File: src/sv/lbfs_pkg.sv
`timescale 1ns / 1ps
// Shared types and constants for the LED blink and fade sequencer.
// Used by lbfs_cfg_regs, lbfs_core and led_blink_fade_sequencer; no dependencies.
package lbfs_pkg;

  localparam int PWM_BITS = 8;
  localparam logic [7:0] FULL_SCALE =
    (PWM_BITS >= 8) ? 8'd255 : 8'((1 << PWM_BITS) - 1);

  localparam int CFG_IDX_W = 3;
  localparam int CFG_DATA_W = 8;

  localparam logic [CFG_IDX_W-1:0] REG_BLINK_PERIOD = 3'd0;
  localparam logic [CFG_IDX_W-1:0] REG_FADE_PERIOD  = 3'd1;
  localparam logic [CFG_IDX_W-1:0] REG_FADE_STEP    = 3'd2;
  localparam logic [CFG_IDX_W-1:0] REG_BLINK_TOGG   = 3'd3;
  localparam logic [CFG_IDX_W-1:0] REG_FADE_ROUNDS  = 3'd4;

  localparam logic [1:0] PH_IDLE  = 2'd0;
  localparam logic [1:0] PH_BLINK = 2'd1;
  localparam logic [1:0] PH_UP    = 2'd2;
  localparam logic [1:0] PH_DOWN  = 2'd3;

  typedef struct packed {
    logic [7:0] blink_period_ms;
    logic [7:0] fade_period_ms;
    logic [7:0] fade_step;
    logic [3:0] blink_toggles;
    logic [2:0] fade_rounds;
  } cfg_t;

endpackage

File: src/sv/lbfs_cfg_regs.sv
`timescale 1ns / 1ps
// Configuration register file for the LED blink and fade sequencer.
// Depends on lbfs_pkg for the register indexes and the cfg_t bundle.
module lbfs_cfg_regs import lbfs_pkg::*; (
  input  logic                  clk,
  input  logic                  rst,
  input  logic                  cfg_we,
  input  logic [CFG_IDX_W-1:0]  cfg_index,
  input  logic [CFG_DATA_W-1:0] cfg_data,
  output cfg_t                  cfg
);

  always_ff @(posedge clk) begin
    if (rst) begin
      cfg.blink_period_ms <= 8'd250;
      cfg.fade_period_ms  <= 8'd10;
      cfg.fade_step       <= 8'd5;
      cfg.blink_toggles   <= 4'd8;
      cfg.fade_rounds     <= 3'd2;
    end else if (cfg_we) begin
      unique case (cfg_index)
        REG_BLINK_PERIOD: cfg.blink_period_ms <= cfg_data;
        REG_FADE_PERIOD:  cfg.fade_period_ms  <= cfg_data;
        REG_FADE_STEP:    cfg.fade_step       <= cfg_data;
        REG_BLINK_TOGG:   cfg.blink_toggles   <= cfg_data[3:0];
        REG_FADE_ROUNDS:  cfg.fade_rounds     <= cfg_data[2:0];
        default: ;
      endcase
    end
  end

endmodule

File: src/sv/lbfs_core.sv
`timescale 1ns / 1ps
// Sequencer state and the per-tick next-state and duty logic.
// Depends on lbfs_pkg for phase codes, full scale and cfg_t.
module lbfs_core import lbfs_pkg::*; (
  input  logic       clk,
  input  logic       rst,
  input  logic       step,
  input  logic       level,
  input  cfg_t       cfg,
  output logic [7:0] duty_next,
  output logic [1:0] phase_next
);

  logic [1:0] phase;
  logic       last_button;
  logic       sequence_on;
  logic [7:0] elapsed;
  logic [3:0] toggle_count;
  logic [7:0] fade_level;
  logic [2:0] round_count;
  logic       blink_on;
  logic [7:0] held_duty;

  logic       sequence_on_next;
  logic [7:0] elapsed_next;
  logic [3:0] toggle_count_next;
  logic [7:0] fade_level_next;
  logic [2:0] round_count_next;
  logic       blink_on_next;
  logic [7:0] held_duty_next;

  logic       toggle;
  logic [7:0] elapsed_inc;
  logic [3:0] toggle_inc;
  logic [2:0] round_inc;
  logic [8:0] fade_sum;

  always_comb begin
    toggle           = (level == 1'b0) && last_button;
    sequence_on_next = sequence_on ^ toggle;
    phase_next       = phase;
    toggle_count_next = toggle_count;
    round_count_next = round_count;
    blink_on_next    = blink_on;
    if (toggle) begin
      phase_next        = sequence_on_next ? PH_BLINK : PH_IDLE;
      toggle_count_next = 4'd0;
      round_count_next  = 3'd0;
      blink_on_next     = 1'b0;
    end

    elapsed_inc     = (elapsed == 8'd255) ? elapsed : elapsed + 8'd1;
    elapsed_next    = elapsed_inc;
    fade_level_next = fade_level;
    held_duty_next  = held_duty;
    toggle_inc      = toggle_count_next + 4'd1;
    round_inc       = round_count_next + 3'd1;
    fade_sum        = {1'b0, fade_level} + {1'b0, cfg.fade_step};

    unique case (phase_next)
      PH_BLINK: begin
        if (elapsed_inc >= cfg.blink_period_ms) begin
          elapsed_next  = 8'd0;
          blink_on_next = ~blink_on_next;
          if (toggle_inc >= cfg.blink_toggles) begin
            toggle_count_next = 4'd0;
            held_duty_next    = blink_on_next ? FULL_SCALE : 8'd0;
            phase_next        = PH_UP;
          end else begin
            toggle_count_next = toggle_inc;
          end
        end
      end
      PH_UP: begin
        if (elapsed_inc >= cfg.fade_period_ms) begin
          elapsed_next   = 8'd0;
          held_duty_next = fade_level;
          if (fade_sum >= {1'b0, FULL_SCALE}) begin
            fade_level_next = FULL_SCALE;
            phase_next      = PH_DOWN;
          end else begin
            fade_level_next = fade_sum[7:0];
          end
        end
      end
      PH_DOWN: begin
        if (elapsed_inc >= cfg.fade_period_ms) begin
          elapsed_next   = 8'd0;
          held_duty_next = fade_level;
          if (fade_level <= cfg.fade_step) begin
            fade_level_next = 8'd0;
            if (round_inc < cfg.fade_rounds) begin
              round_count_next = round_inc;
              phase_next       = PH_UP;
            end else begin
              round_count_next = 3'd0;
              blink_on_next    = 1'b0;
              phase_next       = PH_BLINK;
            end
          end else begin
            fade_level_next = fade_level - cfg.fade_step;
          end
        end
      end
      default: ;
    endcase

    unique case (phase_next)
      PH_IDLE:  duty_next = 8'd0;
      PH_BLINK: duty_next = blink_on_next ? FULL_SCALE : 8'd0;
      default:  duty_next = held_duty_next;
    endcase
  end

  always_ff @(posedge clk) begin
    if (rst) begin
      phase        <= PH_IDLE;
      last_button  <= 1'b1;
      sequence_on  <= 1'b0;
      elapsed      <= 8'd0;
      toggle_count <= 4'd0;
      fade_level   <= 8'd0;
      round_count  <= 3'd0;
      blink_on     <= 1'b0;
      held_duty    <= 8'd0;
    end else if (step) begin
      phase        <= phase_next;
      last_button  <= level;
      sequence_on  <= sequence_on_next;
      elapsed      <= elapsed_next;
      toggle_count <= toggle_count_next;
      fade_level   <= fade_level_next;
      round_count  <= round_count_next;
      blink_on     <= blink_on_next;
      held_duty    <= held_duty_next;
    end
  end

endmodule

File: src/sv/led_blink_fade_sequencer.sv
`timescale 1ns / 1ps
// Top level of the LED blink and fade sequencer: input register, core, result register.
// Depends on lbfs_pkg, lbfs_cfg_regs and lbfs_core.
//
//   Channel   Handshake            Payload
//   input     in_valid/in_ready    button_level
//   result    out_valid/out_ready  led_duty, phase
//   config    cfg_we               cfg_index, cfg_data
//
// Each beat waits in the input register and the core is combinational, so the
// result register loads when the beat leaves the input register and out_valid
// rises as it loads. One beat is taken per cycle unless out_ready holds the result.
// The sequencer state updates in the same cycle as the result register loads.
// When the result register is held by out_ready low, the input register holds and
// in_ready drops once it is full. Reset clears the core state, in_full and out_valid.
module led_blink_fade_sequencer import lbfs_pkg::*; (
  input  logic                  clk,
  input  logic                  rst,
  input  logic                  in_valid,
  output logic                  in_ready,
  input  logic                  button_level,
  output logic                  out_valid,
  input  logic                  out_ready,
  output logic [7:0]            led_duty,
  output logic [1:0]            phase,
  input  logic                  cfg_we,
  input  logic [CFG_IDX_W-1:0]  cfg_index,
  input  logic [CFG_DATA_W-1:0] cfg_data
);

  cfg_t       cfg;
  logic       in_full;
  logic       in_level;
  logic       advance;
  logic [7:0] duty_next;
  logic [1:0] phase_next;

  assign advance  = in_full && (!out_valid || out_ready);
  assign in_ready = !in_full || advance;

  lbfs_cfg_regs u_cfg (
    .clk       (clk),
    .rst       (rst),
    .cfg_we    (cfg_we),
    .cfg_index (cfg_index),
    .cfg_data  (cfg_data),
    .cfg       (cfg)
  );

  lbfs_core u_core (
    .clk        (clk),
    .rst        (rst),
    .step       (advance),
    .level      (in_level),
    .cfg        (cfg),
    .duty_next  (duty_next),
    .phase_next (phase_next)
  );

  always_ff @(posedge clk) begin
    if (rst) begin
      in_full <= 1'b0;
    end else if (in_ready) begin
      in_full <= in_valid;
    end
  end

  always_ff @(posedge clk) begin
    if (in_valid && in_ready) begin
      in_level <= button_level;
    end
  end

  always_ff @(posedge clk) begin
    if (rst) begin
      out_valid <= 1'b0;
    end else if (advance) begin
      out_valid <= 1'b1;
    end else if (out_ready) begin
      out_valid <= 1'b0;
    end
  end

  always_ff @(posedge clk) begin
    if (advance) begin
      led_duty <= duty_next;
      phase    <= phase_next;
    end
  end

endmodule

File: config.mk
export PLATFORM = sky130hd
export DESIGN_NAME = led_blink_fade_sequencer
export DESIGN_NICKNAME = d
export VERILOG_FILES = /design/src/sv/lbfs_pkg.sv /design/src/sv/lbfs_cfg_regs.sv /design/src/sv/lbfs_core.sv /design/src/sv/led_blink_fade_sequencer.sv
export SDC_FILE = /design/constraint.sdc
export NUM_CORES = 1
export LEC_CHECK = 0
export BUFFER_PORTS_ARGS = -buffer_cell sky130_fd_sc_hd__buf_2
export CAP_MARGIN = 20
export CORE_MARGIN = 10
export CORE_UTILIZATION = 55
export DETAILED_ROUTE_END_ITERATION = 7
export PLACE_DENSITY = 0.76
export SLEW_MARGIN = 20
export SYNTH_ARGS = -nofsm -noshare
export SYNTH_HDL_FRONTEND = slang
export SYNTH_HIERARCHICAL = 1
export SYNTH_SLANG_ARGS = --single-unit
File: constraint.sdc
create_clock -name clk -period 7 [get_ports clk]
set_input_delay 0.7 -clock clk [delete_from_list [all_inputs] [get_ports clk]]
set_output_delay 0.7 -clock clk [all_outputs]
set_load 0.005 [all_outputs]
Word-level counts from Yosys, hierarchy flattened
Index checks and enable logic that the tools add are counted.
{ "totals": {"ff_bits": 80, "input_bits": 17, "word_cells": 105} }
{ "classes": {"addsub": 5, "magnitude_cmp": 6, "eq_ne": 11, "mux": 43, "bitwise_logic": 3, "reduce_logical": 18} }
{ "op_table": {"columns": ["cell", "n"], "rows": [
  ["$mux W8", 12],
  ["$pmux W8 S2", 4],
  ["$ge A8 B8 Y1", 2],
  ["$mux W2", 8],
  ["$mux W4", 4],
  ["$mux W3", 5],
  ["$reduce_and A2 Y1", 5],
  ["$add A8 B8 Y9", 1],
  ["$ge A9 B8 Y1 const B", 1],
  ["$add A8 B1 Y8 const B", 1],
  ["$eq A8 B8 Y1 const B", 1],
  ["$le A8 B8 Y1", 1],
  ["$mux W1", 8],
  ["$sub A8 B8 Y8", 1],
  ["$eq A3 B2 Y1 const B", 2],
  ["$pmux W2 S3", 1],
  ["$add A4 B1 Y4 const B", 1],
  ["$eq A2 B1 Y1 const B", 2],
  ["$eq A2 B2 Y1 const B", 2],
  ["$ge A4 B4 Y1", 1],
  ["$ne A2 B1 Y1 const B", 2],
  ["$reduce_and A4 Y1", 1],
  ["$reduce_bool A2 Y1", 2],
  ["$add A3 B1 Y3 const B", 1],
  ["12 further kinds", 17]
]} }

Longest topological paths before layout
Gate-level depths: netlist of run 1.
{ "depth": {"ltp_word": 11, "ltp_mapped": 15, "ltp_nobuf": 15} }

Cells and area by module
The synthesis of run 1 kept the hierarchy.
{ "by_module_without_submodules": {"columns": ["mod", "instances", "cells_each", "area_each_um2"], "rows": [
  ["lbfs_core", 1, 446, 3349.5],
  ["lbfs_cfg_regs", 1, 124, 1285.0],
  ["led_blink_fade_sequencer", 1, 21, 434.2]
]} }

Least setup slack after synthesis of run 1
OpenSTA, ideal clock, no wires.
{ "synth_path": {"path_kind": "register -> register", "start": "reg u_core.elapsed[0]", "end": "reg led_duty[0] (data pin)", "t_arrival_ns": 3.087, "required_time_ns": 6.746, "setup_slack_ns": 3.659, "stages_incl_launch_ff": 15, "path_buffers": 0, "cell_sequence": "dfxtp_1 -> ha_1 -> nand2_1 -> nor2_1 -> nand3_1 -> xnor2_1 -> ha_1 -> nand2b_1 -> a21o_1 -> a211o_1 -> a221oi_4 -> a211oi_1 -> a21oi_1 -> o21ai_0 -> a21o_1"} }
{ "synth_via": {"elab_chain_cells": 7} }
{ "synth_rtl": {"columns": ["element", "line_no", "source"], "rows": [
  ["from (decl)", "lbfs_core.sv:17", "logic [7:0] elapsed;"],
  ["from (signal assigned)", "lbfs_core.sv:130", "elapsed <= elapsed_next;"],
  ["$add A8 B1 Y8 / $eq A8 B8 Y1 (equally long branches)", "lbfs_core.sv:52", "elapsed_inc = (elapsed == 8'd255) ? elapsed : elapsed + 8'd1;"],
  ["$mux W8 *", "lbfs_core.sv:52", null],
  ["$ge A8 B8 Y1, on equally long branches", "lbfs_core.sv:75, lbfs_core.sv:87, lbfs_core.sv:62", null],
  ["$mux W2, or another cell as far along", "lbfs_core.sv:87", "if (elapsed_inc >= cfg.fade_period_ms) begin"],
  ["$pmux W2 S3 / $pmux W1 S2 (equally long branches)", "lbfs_core.sv:60", "unique case (phase_next)"],
  ["$eq A2 B1 Y1, or another cell as far along", "lbfs_core.sv:108", "unique case (phase_next)"],
  ["$pmux W8 S2 *", "lbfs_core.sv:108", null],
  ["via duty_next[0]", "led_blink_fade_sequencer.sv:35", "logic [7:0] duty_next;"],
  ["to (signal assigned)", "led_blink_fade_sequencer.sv:86", "led_duty <= duty_next;"],
  ["to (decl)", "led_blink_fade_sequencer.sv:24", "output logic [7:0] led_duty,"]
]} }
Mark *: on every way through the listed nets, which the timed path passes. The rest lies on a longest branch.
A chain may end at the register's enable or synchronous reset.

Worst setup path after layout of run 1
{ "layout_path": {"start": "reg u_core.elapsed[0]", "end": "reg led_duty[6] (data pin)"} }
Same word-level chain as after synthesis.

==> results.toml, run 1 <==
[power_and_ir_drop]
vdd_ir_drop_max_mv = 0.107
swShare_pct = 26.2
power_leakage_nw = 2.40
p_seq_share_pct = 53.7
p_per_area_nw_per_um2 = 164
power_report.internal_total_w = 0.000662
share_clk_of_total_power_pct = 36.9
netSwitchingPower_w = 0.000235
comb_power_share_pct = 9.4

[routing]
initialDrtViolationCount = 324
route.final.wire_length_mm = 11.6
firstDrtPassIters = 5
detail_route.wl_per_cell_um = 16.0
detail-route-antenna-nets = 0
vias = 4235
detail_route.drc_violations = 0
via_per_inst = 5.86

[synth]
synth_warnings = 6
syn-cell-area_um2 = 5070
postSynth.asyncResetShare_pct = 0
edff_count_synth = 11
post_synth_num_cell_types = 70
synth_flop_cell = "dfxtp_1"
yosys_reg_bits = 80
synthCells = 591
synth-seq-area-share_pct = 33.8
syn_area_per_cell_um2 = 8.58
net_count_of_the_mapped_netlist = 651

[worst_setup_path]
worstSetupStartpointType = "flop"
path_cells = "ha_1 -> nand2_1 -> nor2_1 -> nand3_1 -> nand4_1 -> xnor2_1 -> ha_1 -> nand4_1 -> o31ai_1 -> nor2b_1 -> nand2_1 -> a211o_1 -> a21oi_2 -> o21bai_1"
crit_path_max_fanout = 11
cp_slowest_cell = "nor2b_1"
worst_path_largest_cell_delay_ns = 0.73
worstPathArrival_ns = 4.54
cp_bufs_invs = 0
worst-r2r-cell-count = 14
timing.rr.start = "u_core/elapsed[0]$_SDFFE_PP0P_"
setup.reg_to_reg.worst_slack_ns = 2.67
required_time_worst_endpoint_ns = 7.21
criticalPathCategory = "flop to flop"
timing.critical_path.max_delay_family = "simple AND/OR/NAND/NOR gates"
worstReg2RegEnd = "led_duty[6]$_DFFE_PP_"
setup.worst_path.end_class = "flop"

[clocking]
clockBufferDepth = 2
tritoncts_num_sinks = 80
postCtsHoldBufs = 0
tritoncts_clock_tree = "built"
clkLatencyLatePin_ns = 0.35
cts_buffers = 9
clkTransAtPathRegs_ns = 0.08
postCtsSetupRepairBufs = 0
cts_resized = 0
clock_tree.htree_level_count = 3
cts_root_buffer = "clkbuf_8"

[finish]
syn2layout_area_growth_pct = 8.00
stdcell_area_um2 = 5470
post_route_cells_drive_above_1_share_pct = 10.2
antenna_cells_inserted = 0
layout.nets = 670

[die]
row_count = 34
floorplan.core_area_um2 = 8850
initial_core_util_pct = 57.3
io_pins = 29
die_area_um2 = 13500
die_height_um = 116
floorplan.die.width_um = 116

[sta]
report.final.slew_viol_count = 0
finalSetupViolCount = 0
max_clock_freq_mhz = 231
max_slew_margin_pct = 42.1
layout_worst_path_cycle_share_pct = 61.9
worst_clock_skew_ns = 0.0101
fin_crit_ns = 4.33
timing.setup.tns_ns = 0
report.final.hold_viol_count = 0
timing_worst_slew_pin_value_ns = 0.864
grt_setup_unrepaired = "no"

[place]
final_gp_congestion = 0.866
portBuffers = 28
detailed_placement_hpwl_mm = 8.73
postPlaceCellArea_um2 = 5280

[worst_hold_path]
whs_endpoint = "u_core/held_duty[0]$_SDFFE_PP0P_"
timing.hold.worst.class = "flop to flop"
timing.hold.worst.start = "u_core/held_duty[0]$_SDFFE_PP0P_"
whs_path_depth = 2

[job]
cap_viol_max_count = 0

[global_route]
grt_pass1_wl_mm = 19.3
global_route.overflow_total = 0
vias_in_the_first_global_route = 4107
maximum_number_of_pins_on_one_net_before_global_route_repair = 80
groute.usage.overall_pct = 17.5
initial_antenna_violation_count = 0

[outcome]
outcome = "finished clean"
==> registers in the layout, indices dropped and copies added, names as in the netlist <==
name / flops
u_core/elapsed: 8
u_core/fade_level: 8
u_core/blink_on: 1
out_valid: 1
u_core/phase: 2
u_core/held_duty: 8
u_core/toggle_count: 4
led_duty: 8
u_cfg/cfg: 31
u_core/sequence_on: 1
phase: 2
u_core/round_count: 3
in_full: 1
u_core/last_button: 1
in_level: 1
==> cell usage in the layout, fill, tap and decap left out, drive strengths merged, types with 6 or more instances in the layout <==
cell | Yosys | final
xnor2 | 10 | 10
inv | 51 | 52
a21oi | 35 | 35
edfxtp | 11 | 11
nand4 | 6 | 6
a211oi | 10 | 10
and2 | 7 | 7
o21ai | 37 | 37
clkbuf | 14 | 11
nor2b | 7 | 7
buf | 8 | 30
mux2i | 33 | 33
ha | 41 | 41
dfxtp | 69 | 69
nand2b | 36 | 36
nor2 | 74 | 74
a22oi | 11 | 11
nand2 | 31 | 31
a21o | 16 | 16
nand3 | 9 | 9
==> power groups by stage <==
stage / registers [W] / logic [W] / clock network [W]
global route: 0.000483 / 0.0000927 / 0.000356
global placement: 0.000492 / 0.0000802 / 0
CTS: 0.000481 / 0.0000840 / 0.000337
finish: 0.000481 / 0.0000848 / 0.000331
floorplan: 0.000491 / 0.0000581 / 0
detailed placement: 0.000492 / 0.0000834 / 0
==> how the worst max path moves through the flow <==
| stage | startpoint | endpoint | slack (ns) | cells past startpoint |
|---|---|---|---|---|
| global placement | u_core/elapsed[0]$_SDFFE_PP0P_ | led_duty[6]$_DFFE_PP_ | 2.99 | 14 |
| global route | u_core/elapsed[0]$_SDFFE_PP0P_ | led_duty[6]$_DFFE_PP_ | 2.21 | 14 |
| detailed placement | u_core/elapsed[0]$_SDFFE_PP0P_ | led_duty[6]$_DFFE_PP_ | 2.76 | 14 |
| finish | u_core/elapsed[0]$_SDFFE_PP0P_ | led_duty[6]$_DFFE_PP_ | 2.67 | 14 |
| floorplan | u_core/elapsed[0]$_SDFFE_PP0P_ | led_duty[0]$_DFFE_PP_ | 3.66 | 14 |
| CTS | u_core/elapsed[0]$_SDFFE_PP0P_ | led_duty[6]$_DFFE_PP_ | 2.72 | 14 |
==> worst min-delay path: cells and delay by family, from the launching register on <==
family,cells,cell delay (ns)
DFF,1,0.34
AOI/OAI and AO/OA,1,0.05
and+or+nand+nor,1,0.04
==> per-stage QoR <==
step                setup slack, ns  utilization [%]  hold slack, ns  cells  total power (W)
floorplan                      3.66                -           0.425    591         0.000549
global placement               2.99             59.6           0.435    707         0.000572
detailed placement             2.76             59.7           0.444    707         0.000576
CTS                            2.72             61.9           0.463    723         0.000902
global route                   2.21             61.9           0.494    723         0.000932
finish                         2.67             61.9           0.465    723         0.000897
==> synth_stat cells, types with 3 or more instances <==
library cell | number | area, um2
xnor2_1 | 10 | 87.6
clkbuf_1 | 13 | 48.8
nand2_1 | 31 | 116
nand3_1 | 9 | 45.0
xor2_1 | 4 | 35.0
dfxtp_1 | 69 | 1380
a21o_1 | 16 | 120
nand4_1 | 6 | 37.5
buf_2 | 6 | 30.0
nand2b_1 | 36 | 225
o211ai_1 | 4 | 30.0
a211o_1 | 4 | 35.0
o22ai_1 | 3 | 18.8
edfxtp_1 | 11 | 330
nor2_1 | 73 | 274
ha_1 | 41 | 513
a311oi_1 | 3 | 26.3
o21a_1 | 3 | 22.5
nor2b_1 | 7 | 43.8
a22oi_1 | 11 | 82.6
inv_1 | 51 | 191
and2_1 | 5 | 31.3
mux2i_1 | 33 | 330
o21bai_1 | 4 | 30.0
o21ai_0 | 36 | 180
a211oi_1 | 10 | 75.1
a21oi_1 | 33 | 165
nor4_1 | 3 | 18.8
==> cell type report <==
class                      instances  area (um2)
tap                              108         135
multi-input combinational        437        3080
clock inverter                     5        38.8
timing repair buffer              30         155
sequential                        80        1710
clock buffer                      11         156
fill                             762        3370
inverter                          52         195
==> kinds of logic (layout without fill, tap and decap cells) <==
logic type | Yosys count | count (layout) | synth area share [%]
and+or+nand+nor | 193 | 193 | 19.8
AOI/OAI and AO/OA | 152 | 152 | 20.4
DFF | 80 | 80 | 33.8
buffers and inverters | 74 | 98 | 5.73
adders and majority gates | 43 | 43 | 10.9
muxes | 35 | 35 | 6.96
xor gates and xnor gates | 14 | 14 | 2.42
==> routing by layer <==
layer	routed length, um	up-vias	global-route usage (%)	part of all wire, %
met3	557	16	3.36	4.8
met1	4920	2006	20.8	42
met5	0	-	0	0
met4	165	0	5.09	1.4
li1	-	2109	-	-
met2	5950	104	31.3	51
(Power assumes the default switching activity.)
==> run 2, diff against run 1 <==
--- a/config.mk
+++ b/config.mk
@@ -10,7 +10,7 @@
 export CORE_MARGIN = 10
 export CORE_UTILIZATION = 55
 export DETAILED_ROUTE_END_ITERATION = 7
-export PLACE_DENSITY = 0.76
+export PLACE_DENSITY = 0.79
 export SLEW_MARGIN = 20
 export SYNTH_ARGS = -nofsm -noshare
 export SYNTH_HDL_FRONTEND = slang
==> constraint.sdc (replaced) <==
create_clock -name clk -period 3.8 [get_ports clk]
set_input_delay 0.38 -clock clk [delete_from_list [all_inputs] [get_ports clk]]
set_output_delay 0.38 -clock clk [all_outputs]
set_load 0.005 [all_outputs]
==> run 2 against run 1 <==
Compared with the run above:
- cell area rose by 1.8%
- count of clock-buffer cells in the layout fell by 1
- clock skew rose by 0.00062 ns
==> results.toml, run 2 (synthesis results as in run 1) <==
[clocking]
clock_tree.htree_level_count = 3
cts_buffers = 9
clkTransAtPathRegs_ns = 0.09
tritoncts_clock_tree = "built"
cts_root_buffer = "clkbuf_8"
clkLatencyLatePin_ns = 0.35
tritoncts_num_sinks = 80
clockBufferDepth = 2

[finish]
registers.top_by_ff_count = "u_cfg/cfg"
post_route_cells_drive_above_1_share_pct = 12.2
largest_reg_flops = 31
layout.nets = 678
antenna_cells_inserted = 0
syn2layout_area_growth_pct = 9.97
final_common_cell = "nor2_1"
layout.cells.most_common_list = "nor2_1 (73), dfxtp_1 (68), inv_1 (51)"

[power_and_ir_drop]
power_leakage_nw = 2.46
vdd_ir_drop_max_mv = 0.259
p_per_area_nw_per_um2 = 300

[global_route]
initial_antenna_violation_count = 0
groute.usage.overall_pct = 18.0
global_route.overflow_total = 0
vias_in_the_first_global_route = 4253
maximum_number_of_pins_on_one_net_before_global_route_repair = 61
grt_pass1_wl_mm = 19.8

[worst_setup_path]
crit_path_max_fanout = 8
crit_path_frequent_cell = "ha_1"
path_cells = "ha_1 -> nand2_1 -> nor2_1 -> nand3_2 -> mux2_2 -> ha_1 -> a21o_1 -> a211o_1 -> a221o_1 -> a31oi_4 -> o21ai_1 -> a21oi_4 -> o21bai_1"
worstReg2RegEnd = "led_duty[6]$_DFFE_PP_"
timing.rr.start = "u_core/elapsed[0]$_SDFFE_PP0P_"
worstSetupStartpointType = "flop"
worst_path_largest_cell_delay_ns = 0.40
timing.critical_path.max_delay_family = "compound AO/OA/AOI/OAI gates"
worst-r2r-cell-count = 13
setup.reg_to_reg.worst_slack_ns = 0.19
setup.worst_path.end_class = "flop"
cp_slowest_cell = "a221o_1"
criticalPathCategory = "flop to flop"
cp_bufs_invs = 0
worstPathArrival_ns = 3.81
required_time_worst_endpoint_ns = 4.00

[worst_hold_path]
whs_endpoint = "in_level$_DFFE_PP_"
whs_path_depth = 1
timing.hold.worst.class = "primary input to flop"
timing.hold.worst.start = "button_level"

[sta]
max_clock_freq_mhz = 277
timing.setup.tns_ns = 0
fin_crit_ns = 3.61
timing.hold.ws_ns = 0.205
finalSetupViolCount = 0
report.final.slew_viol_count = 0
report.final.hold_viol_count = 0
worst_clock_skew_ns = 0.0107
layout_worst_path_cycle_share_pct = 95.0
timing_worst_slew_pin_value_ns = 1.00
max_slew_margin_pct = 33.0

[die]
initial_core_util_pct = 57.3
floorplan.core_area_um2 = 8850
io_pins = 29
die_height_um = 116
die_area_um2 = 13500
floorplan.die.width_um = 116
row_count = 34

[place]
detailed_placement_hpwl_mm = 9.02
portBuffers = 28
final_gp_congestion = 0.932

[routing]
initialDrtViolationCount = 289
route.final.wire_length_mm = 11.8
detail-route-antenna-nets = 0
vias = 4281
firstDrtPassIters = 5
detail_route.drc_violations = 0
via_per_inst = 5.86
detail_route.wl_per_cell_um = 16.1

[outcome]
outcome = "finished clean"

[job]
cap_viol_max_count = 0
[run 2: cell count changes in the layout (fill, tap and decap cells not counted), sizes merged]
cell	previous run	this run
buf	30	38
bufinv	0	1
clkbuf	11	10
clkinv	4	3
inv	52	53
[run 2: timing repair]
action	4_1_cts	5_1_grt
buffers inserted	0	1
hold buffers	0	0
pin swaps	0	1
setup endpoints to repair	2	35
resized for setup	2	7
[run 2: final cells by class]
| cell class | count | area [um2] |
|---|---|---|
| flip-flops and latches | 80 | 1710 |
| clock buffers | 10 | 128 |
| repair buffers | 38 | 215 |
| clock inverters | 6 | 68.8 |
| well taps | 108 | 135 |
| fillers | 748 | 3270 |
| multi-input cells | 437 | 3120 |
| inverters | 52 | 195 |
[run 2: routing by layer]
| layer | track usage (%) | part of all wire, % |
|---|---|---|
| met4 | 6.92 | 2.6 |
| met1 | 21.6 | 44 |
| met2 | 31.1 | 49 |
| met5 | 0 | 0 |
| met3 | 3.46 | 4.2 |
[run 2: metrics by stage]
step	setup WS (ns)	std cells	power [W]	utilization [%]	area [um2]
final	0.190	731	0.00167	63.0	5570
after detailed placement	0.0200	714	0.00107	60.3	5330
after CTS	0.0363	730	0.00168	62.6	5540
after floorplan	0.459	591	0.00101	-	5070
after global placement	0.143	714	0.00106	60.2	5320
after global routing	-0.0451	731	0.00175	63.0	5570
[run 2: power by group]
part	internal [W]	total (W)	leakage [nW]	switching, W
combinational	0.0000635	0.000163	1.69	0.0000995
clock	0.000307	0.000623	0.0968	0.000316
sequential	0.000874	0.000888	0.665	0.0000136
total	0.00124	0.00167	2.46	0.000429
[run 2: worst max-delay path by stage]
stage,slack [ns],to,startpoint,depth (start not counted)
after global routing,-0.05,u_core/toggle_count[1]$_SDFFE_PP0P_,u_core/elapsed[1]$_SDFFE_PP0P_,14
after CTS,0.04,led_duty[6]$_DFFE_PP_,u_core/elapsed[0]$_SDFFE_PP0P_,14
after floorplan,0.46,led_duty[0]$_DFFE_PP_,u_core/elapsed[0]$_SDFFE_PP0P_,14
final,0.19,led_duty[6]$_DFFE_PP_,u_core/elapsed[0]$_SDFFE_PP0P_,13
after global placement,0.14,led_duty[6]$_DFFE_PP_,u_core/elapsed[0]$_SDFFE_PP0P_,14
after detailed placement,0.02,led_duty[0]$_DFFE_PP_,u_core/elapsed[0]$_SDFFE_PP0P_,14
